===== src/hdl/drt_pkg.sv =====
// Package for the delayed ramp timer: widths, phase and sequencer codes,
// and the structs passed between the top level and the timing core.
// Used by drt_core.sv and delayed_ramp_timer.sv; depends on nothing.
`default_nettype none

package drt_pkg;

    localparam int TIME_BITS = 32;
    localparam int FRAC_BITS = 16;
    localparam int POS_W     = FRAC_BITS + 1;
    localparam int SUB_W     = ((TIME_BITS > POS_W) ? TIME_BITS : POS_W) + 1;
    localparam int CNT_W     = (FRAC_BITS > 1) ? $clog2(FRAC_BITS) : 1;
    localparam int IN_W      = ((TIME_BITS + 1 + 7) / 8) * 8;
    localparam int OUT_W     = ((POS_W + 2 + 1 + 7) / 8) * 8;
    localparam int ADDR_W    = 2;

    localparam logic [POS_W-1:0] POS_ONE = POS_W'(1) << FRAC_BITS;

    localparam logic [ADDR_W-1:0] REG_DELAY    = 2'd0;
    localparam logic [ADDR_W-1:0] REG_DURATION = 2'd1;
    localparam logic [ADDR_W-1:0] REG_LOOPING  = 2'd2;

    localparam logic CMD_TICK = 1'b0;
    localparam logic CMD_PLAY = 1'b1;

    typedef enum logic [1:0] {
        PH_IDLE  = 2'd0,
        PH_DELAY = 2'd1,
        PH_TRANS = 2'd2
    } phase_t;

    typedef enum logic [3:0] {
        ST_IDLE,
        ST_ELAPSED,
        ST_CHECK,
        ST_WRAP,
        ST_RESTART,
        ST_DIVPREP,
        ST_DIV,
        ST_FINISH,
        ST_DONE
    } state_t;

    typedef struct packed {
        logic [TIME_BITS-1:0] delay_ms;
        logic [TIME_BITS-1:0] duration_ms;
        logic                 looping;
    } cfg_t;

    typedef struct packed {
        logic                 cmd;
        logic [TIME_BITS-1:0] now_ms;
        logic                 reverse;
    } item_t;

    typedef struct packed {
        logic [POS_W-1:0] position;
        logic [1:0]       phase;
        logic             updated;
    } result_t;

endpackage

`default_nettype wire


===== src/hdl/drt_core.sv =====
// Timing core of the delayed ramp timer: phase state, a small sequencer and
// one shared subtractor for elapsed time, compares and restoring division.
// Depends on drt_pkg.
`default_nettype none

module drt_core import drt_pkg::*; (
    input  wire logic    aclk,
    input  wire logic    aresetn,
    input  wire cfg_t    cfg,
    input  wire logic    in_start,
    input  wire item_t   in_item,
    input  wire logic    out_free,
    output logic         core_idle,
    output logic         out_done,
    output result_t      out_result
);

    state_t               state_reg, state_next;
    phase_t               phase_reg, phase_next;
    logic [TIME_BITS-1:0] start_reg, start_next;
    logic                 rev_reg, rev_next;
    logic [POS_W-1:0]     ramp_reg, ramp_next;
    logic                 upd_reg, upd_next;
    logic [TIME_BITS-1:0] now_reg, now_next;
    logic [TIME_BITS-1:0] elapsed_reg, elapsed_next;
    logic [TIME_BITS-1:0] rem_reg, rem_next;
    logic [POS_W-1:0]     quot_reg, quot_next;
    logic [CNT_W-1:0]     count_reg, count_next;

    logic [SUB_W-1:0]     sub_a, sub_b;
    logic [SUB_W:0]       sub_res;
    logic                 borrow;

    assign sub_res = {1'b0, sub_a} - {1'b0, sub_b};
    assign borrow  = sub_res[SUB_W];

    always_comb begin
        sub_a = SUB_W'(elapsed_reg);
        sub_b = SUB_W'(cfg.duration_ms);
        case (state_reg)
            ST_ELAPSED: begin
                sub_a = SUB_W'(now_reg);
                sub_b = SUB_W'(start_reg);
            end
            ST_CHECK: begin
                if (phase_reg == PH_DELAY) begin
                    sub_a = SUB_W'(elapsed_reg);
                    sub_b = SUB_W'(cfg.delay_ms);
                end else begin
                    sub_a = SUB_W'(cfg.duration_ms);
                    sub_b = SUB_W'(elapsed_reg);
                end
            end
            ST_RESTART: begin
                sub_a = SUB_W'(now_reg);
                sub_b = SUB_W'(elapsed_reg);
            end
            ST_DIV: begin
                sub_a = SUB_W'({rem_reg, 1'b0});
                sub_b = SUB_W'(cfg.duration_ms);
            end
            ST_FINISH: begin
                sub_a = SUB_W'(POS_ONE);
                sub_b = SUB_W'(quot_reg);
            end
            default: begin
                sub_a = SUB_W'(elapsed_reg);
                sub_b = SUB_W'(cfg.duration_ms);
            end
        endcase
    end

    always_comb begin
        state_next = state_reg;
        case (state_reg)
            ST_IDLE: begin
                if (in_start) begin
                    if (in_item.cmd == CMD_TICK && phase_reg != PH_IDLE) begin
                        state_next = ST_ELAPSED;
                    end else begin
                        state_next = ST_DONE;
                    end
                end
            end
            ST_ELAPSED: state_next = ST_CHECK;
            ST_CHECK: begin
                if (phase_reg == PH_DELAY) begin
                    state_next = ST_DONE;
                end else if (borrow && cfg.looping) begin
                    state_next = ST_WRAP;
                end else begin
                    state_next = ST_DIVPREP;
                end
            end
            ST_WRAP:    state_next = ST_RESTART;
            ST_RESTART: state_next = ST_DIVPREP;
            ST_DIVPREP: begin
                if (cfg.duration_ms == '0 || !borrow) begin
                    state_next = ST_FINISH;
                end else begin
                    state_next = ST_DIV;
                end
            end
            ST_DIV: begin
                if (count_reg == CNT_W'(FRAC_BITS - 1)) begin
                    state_next = ST_FINISH;
                end
            end
            ST_FINISH:  state_next = ST_DONE;
            ST_DONE: begin
                if (out_free) begin
                    state_next = ST_IDLE;
                end
            end
            default:    state_next = ST_IDLE;
        endcase
    end

    always_comb begin
        phase_next   = phase_reg;
        start_next   = start_reg;
        rev_next     = rev_reg;
        ramp_next    = ramp_reg;
        upd_next     = upd_reg;
        now_next     = now_reg;
        elapsed_next = elapsed_reg;
        rem_next     = rem_reg;
        quot_next    = quot_reg;
        count_next   = count_reg;
        case (state_reg)
            ST_IDLE: begin
                if (in_start) begin
                    now_next = in_item.now_ms;
                    upd_next = 1'b0;
                    if (in_item.cmd == CMD_PLAY) begin
                        rev_next   = in_item.reverse;
                        phase_next = PH_DELAY;
                        ramp_next  = '0;
                        start_next = in_item.now_ms;
                    end
                end
            end
            ST_ELAPSED: elapsed_next = sub_res[TIME_BITS-1:0];
            ST_CHECK: begin
                if (phase_reg == PH_DELAY) begin
                    if (!borrow) begin
                        phase_next = PH_TRANS;
                        start_next = now_reg;
                    end
                end else if (borrow && !cfg.looping) begin
                    elapsed_next = cfg.duration_ms;
                    phase_next   = PH_IDLE;
                end
            end
            ST_WRAP:    elapsed_next = sub_res[TIME_BITS-1:0];
            ST_RESTART: start_next   = sub_res[TIME_BITS-1:0];
            ST_DIVPREP: begin
                quot_next  = POS_ONE;
                rem_next   = elapsed_reg;
                count_next = '0;
                if (cfg.duration_ms != '0 && borrow) begin
                    quot_next = '0;
                end
            end
            ST_DIV: begin
                quot_next  = {quot_reg[POS_W-2:0], !borrow};
                count_next = count_reg + CNT_W'(1);
                if (!borrow) begin
                    rem_next = sub_res[TIME_BITS-1:0];
                end else begin
                    rem_next = sub_a[TIME_BITS-1:0];
                end
            end
            ST_FINISH: begin
                upd_next  = 1'b1;
                ramp_next = rev_reg ? sub_res[POS_W-1:0] : quot_reg;
            end
            default: begin
                upd_next = upd_reg;
            end
        endcase
    end

    always_ff @(posedge aclk) begin
        if (!aresetn) begin
            state_reg <= ST_IDLE;
            phase_reg <= PH_IDLE;
            start_reg <= '0;
            rev_reg   <= 1'b0;
            ramp_reg  <= '0;
            upd_reg   <= 1'b0;
        end else begin
            state_reg <= state_next;
            phase_reg <= phase_next;
            start_reg <= start_next;
            rev_reg   <= rev_next;
            ramp_reg  <= ramp_next;
            upd_reg   <= upd_next;
        end
    end

    always_ff @(posedge aclk) begin
        now_reg     <= now_next;
        elapsed_reg <= elapsed_next;
        rem_reg     <= rem_next;
        quot_reg    <= quot_next;
        count_reg   <= count_next;
    end

    assign core_idle           = (state_reg == ST_IDLE);
    assign out_done            = (state_reg == ST_DONE) && out_free;
    assign out_result.position = ramp_reg;
    assign out_result.phase    = phase_reg;
    assign out_result.updated  = upd_reg;

    a_start_when_idle: assert property (@(posedge aclk) disable iff (!aresetn)
        in_start |-> state_reg == ST_IDLE)
        else $error("item started while the sequencer was busy");

    a_rem_below_divisor: assert property (@(posedge aclk) disable iff (!aresetn)
        state_reg == ST_DIV |-> rem_reg < cfg.duration_ms)
        else $error("division remainder not below the duration");

    a_ramp_saturates: assert property (@(posedge aclk) disable iff (!aresetn)
        ramp_reg <= POS_ONE)
        else $error("ramp position above one");

    a_div_length: assert property (@(posedge aclk) disable iff (!aresetn)
        (state_reg == ST_DIVPREP && state_next == ST_DIV) |=> count_reg == '0)
        else $error("division did not start at step zero");

    a_updated_in_trans: assert property (@(posedge aclk) disable iff (!aresetn)
        state_reg == ST_FINISH |-> phase_reg != PH_DELAY)
        else $error("position recomputed during the delay phase");

endmodule

`default_nettype wire


===== src/hdl/delayed_ramp_timer.sv =====
// Delayed ramp timer: a play transfer arms the delay, ticks advance the ramp.
// Play transfers and idle ticks go straight to the result; delay-phase ticks add the
// elapsed and compare steps; transition ticks also run the 16-step division of the shared
// subtractor (skipped when the position saturates); a looping wrap adds wrap and restart.
// One item in flight; s_tready returns with m_tvalid, so an output stall holds off the next item.
// Reset (aresetn low, synchronous) clears the state, phase, start-time, ramp, config and valid registers.
`default_nettype none

module delayed_ramp_timer import drt_pkg::*; (
    input  wire logic                 aclk,
    input  wire logic                 aresetn,
    input  wire logic                 cfg_we,
    input  wire logic [ADDR_W-1:0]    cfg_addr,
    input  wire logic [TIME_BITS-1:0] cfg_wdata,
    input  wire logic                 s_tvalid,
    output logic                      s_tready,
    input  wire logic [IN_W-1:0]      s_tdata,   // now_ms, reverse
    input  wire logic                 s_tuser,   // cmd
    output logic                      m_tvalid,
    input  wire logic                 m_tready,
    output logic [OUT_W-1:0]          m_tdata    // position, phase, updated
);

    cfg_t             cfg_reg, cfg_next;
    logic             m_tvalid_reg, m_tvalid_next;
    result_t          res_reg, res_next;
    item_t            item;
    result_t          core_result;
    logic             core_idle;
    logic             core_done;
    logic             out_free;
    logic             in_start;

    always_comb begin
        cfg_next = cfg_reg;
        if (cfg_we) begin
            case (cfg_addr)
                REG_DELAY:    cfg_next.delay_ms    = cfg_wdata;
                REG_DURATION: cfg_next.duration_ms = cfg_wdata;
                REG_LOOPING:  cfg_next.looping     = cfg_wdata[0];
                default:      cfg_next = cfg_reg;
            endcase
        end
    end

    assign item.cmd     = s_tuser;
    assign item.now_ms  = s_tdata[TIME_BITS-1:0];
    assign item.reverse = s_tdata[TIME_BITS];

    assign s_tready = core_idle;
    assign in_start = s_tvalid && core_idle;
    assign out_free = !m_tvalid_reg || m_tready;

    drt_core u_core (
        .aclk       (aclk),
        .aresetn    (aresetn),
        .cfg        (cfg_reg),
        .in_start   (in_start),
        .in_item    (item),
        .out_free   (out_free),
        .core_idle  (core_idle),
        .out_done   (core_done),
        .out_result (core_result)
    );

    always_comb begin
        m_tvalid_next = m_tvalid_reg;
        res_next      = res_reg;
        if (core_done) begin
            m_tvalid_next = 1'b1;
            res_next      = core_result;
        end else if (m_tready) begin
            m_tvalid_next = 1'b0;
        end
    end

    always_ff @(posedge aclk) begin
        if (!aresetn) begin
            cfg_reg      <= '0;
            m_tvalid_reg <= 1'b0;
        end else begin
            cfg_reg      <= cfg_next;
            m_tvalid_reg <= m_tvalid_next;
        end
    end

    always_ff @(posedge aclk) begin
        res_reg <= res_next;
    end

    assign m_tvalid = m_tvalid_reg;
    assign m_tdata  = OUT_W'({res_reg.updated, res_reg.phase, res_reg.position});

endmodule

`default_nettype wire

===== config.mk =====
export PLATFORM = sky130hd
export DESIGN_NAME = delayed_ramp_timer
export DESIGN_NICKNAME = d
export VERILOG_FILES = /design/src/hdl/drt_pkg.sv /design/src/hdl/drt_core.sv /design/src/hdl/delayed_ramp_timer.sv
export SDC_FILE = /design/constraint.sdc
export NUM_CORES = 1
export LEC_CHECK = 0
export BUFFER_PORTS_ARGS = -buffer_cell sky130_fd_sc_hd__buf_2
export CAP_MARGIN = 5
export CORE_MARGIN = 10
export CORE_UTILIZATION = 45
export CTS_CLUSTER_SIZE = 12
export DETAILED_ROUTE_END_ITERATION = 6
export MAX_ROUTING_LAYER = met4
export PLACE_DENSITY_LB_ADDON = 0.25
export SETUP_SLACK_MARGIN = 0.2
export SKIP_LAST_GASP = 1
export SLEW_MARGIN = 40
export SYNTH_ARGS = -nofsm -noshare
export SYNTH_HDL_FRONTEND = slang
export SYNTH_SLANG_ARGS = --single-unit
export TNS_END_PERCENT = 50

===== constraint.sdc =====
create_clock -name aclk -period 9.1 [get_ports aclk]
set_clock_uncertainty 0.2 [all_clocks]
set_input_delay 1.82 -clock aclk [delete_from_list [all_inputs] [get_ports aclk]]
set_output_delay 1.82 -clock aclk [all_outputs]
set_load 0.05 [all_outputs]

==> out/results.txt <==
Sequential area share after synthesis: 47.1%
Outcome: completed
TritonCTS clock tree: done
Dominant synthesized flop cell: edfxtp_1
Pwr Total: 2.81 mW
Post-synth EDFFs: 137
Slew margin rel.: 38.1%
Yosys warns: 0
Remaining antenna violation count: 0
Die area: 38,500 um^2
Vias in the first global route: 11,600
Setup bufs post-CTS: 0
Place WS: 2.97 ns
H-tree depth: 1
Distinct cells, synth: 78
Hold-fix buffers, CTS: 0
TritonRoute pass-1 iters: 6
Number of port buffers: 94
Critical path class: reg2reg
Die Height: 196 um
DRT Wirelength: 43,200 um
Clock buffer depth: 3
First-pass GRT wire length: 66,600 um
Global Route Usage Sum: 22.2%
Largest net degree at the start of global routing: 65
Worst setup SP type: flop
Fmax: 0.158 GHz
Routability cong.: 0.910
Num CTS Buffers: 29
Design area: 15,600 um^2
Final Cycle Share: 69.4%
Final slew viol count: 0
Crit-path max FO: 33
Die width: 196 um
# IOs: 106
Area growth syn-to-layout: 12.0%
Vias per cell: 6.15
Minimum clock period: 6.31 ns
Via count of the routed design: 11,900
Worst setup EP type: flop
DR WL/cell: 22.3 um
Mapped Cells: 1,479
Syn_area_per_cell: 9.43 um^2
Fin Setup TNS: 0 ns
Initial antenna violation count: 1
Skew-Pair Late Insertion Delay: 0.55 ns
Layout cells sized above 1: 14.3%
# nets final: 1,631
Final setup viols: 0
Arrival time of the worst setup path: 6.34 ns
Leak: 6.11 nW
Register bit total from synthesis: 260
Worst-path clk slew: 0.06 ns
Number of hold violations in the final report: 0
RSZ-0062 raised after global routing: no
Grt total ovfl: 0
Rows: 64
Dpl hpwl: 27,400 um
DRC: 0
DP Area: 14,600 um^2
CTS sink cnt: 260
Mapped cell area: 14,000 um^2
Worst-Margin Slew: 0.917 ns
Async set-reset flop share out of synthesis: 0%
DRT iter0 DRCs: 1,521
Post-layout util: 51.1%
Hold crit path type: reg2reg
Power per cell area: 179 nW/um^2
Core ar.: 30,600 um^2
Max FFs per register: 65
Peak VDD IR: 140 uV
Cells resized by post-CTS repair: 0
CTS root buf: clkbuf_16
Setup ws final: 2.79 ns
Worst EP required: 9.13 ns
# Max-Cap Violations: 0
Starting Density: 45.6%
Yosys cell counts, types with 22 or more instances:
cell      number  area share (%)
a21boi_0      72             3.9
a21oi_1       75             2.7
a221oi_1      22             1.4
a222oi_1      46             3.3
a22oi_1       32             1.7
clkbuf_1      83             2.2
dfxtp_1      123              18
edfxtp_1     137              29
ha_1          33             3.0
inv_1         23            0.62
nand2_1      330             8.9
nand3_1       22            0.79
nor2_1        69             1.9
o211a_1       26             1.9
o21ai_0       52             1.9
power by group:
group	internal, mW	switching, mW	leakage (nW)
logic	0.113	0.226	3.36
clock network	0.678	0.475	0.472
registers	1.28	0.0327	2.28
placed cells by master, fill, tap and decap left out, types with 15 or more instances in the layout:
master / synthesis / layout
nor2b_1: 17 / 16
nand2_1: 330 / 329
xnor2_1: 19 / 19
nand3_1: 22 / 22
buf_2: 16 / 93
xor2_1: 17 / 17
ha_1: 33 / 33
a31oi_1: 20 / 20
a21oi_1: 75 / 75
edfxtp_1: 137 / 137
a21boi_0: 72 / 72
buf_4: 7 / 24
a22oi_1: 32 / 32
o211ai_2: 17 / 17
o21ai_1: 16 / 15
nor2_1: 69 / 66
a222oi_1: 46 / 46
clkbuf_16: 0 / 31
and2_1: 18 / 17
o21ai_0: 52 / 52
a22o_1: 16 / 16
inv_1: 23 / 23
a221oi_1: 22 / 22
o211a_1: 26 / 26
nand2b_1: 18 / 18
mux2i_1: 16 / 16
dfxtp_1: 123 / 123
layer usage:
metal	share of wire, %	global-route usage, %	vias up
li1	-	-	5538
met1	42	28.3	5755
met2	46	34.8	536
met3	8.3	3.46	81
met4	3.5	8.51	0
met5	0	-	-
worst max-delay path, stage by stage (launching register included):
cell and delay (ns):
dfxtp_1 0.69, nor2_1 0.21, nand2_1 0.13, or2_4 0.57, nand2_2 0.70, a221oi_1 0.50, ha_1 0.38, a21o_1 0.21
a21o_1 0.18, a221oi_2 0.29, o31ai_1 0.13, a21oi_2 0.27, o21ai_2 0.15, nor2_1 0.19, a21oi_1 0.13, nor4_4 0.63
buf_4 0.39
stage by stage:
stage | instances | hold WS, ns
final | 1937 | 0.226
after global routing | 1937 | 0.244
after CTS | 1934 | 0.228
after detailed placement | 1880 | 0.214
after global placement | 1879 | 0.218
after floorplan | 1482 | 0.208
logic make-up after synthesis:
family	after synthesis	synth area share, %
xor gates and xnor gates	36	2.26
DFF	260	47.1
other	1	0.0269
buffers and inverters	138	4.40
and+or+nand+nor	528	16.7
adders and majority gates	34	3.10
AOI/OAI and AO/OA	461	24.8
muxes	21	1.55
final timing paths:
kind,from,to,slack (ns),depth (start not counted)
setup / recovery,u_core.state_reg[3],u_core.elapsed_reg[27],2.79,16
hold / removal,u_core.ramp_reg[3],m_tdata[3],0.23,0
setup reg to reg,u_core.state_reg[3],u_core.elapsed_reg[27],2.79,16
hold reg to reg,u_core.ramp_reg[3],m_tdata[3],0.23,0
area by class of cell:
type	count	area [um^2]
clock buffer	46	902
fill	2865	15000
multi-input combinational	1084	6840
clock inverter	8	47.5
timing repair buffer	119	686
antenna	1	2.50
sequential	260	6580
tap	396	495
inverter	23	86.3
(Power assumes the default switching activity.)
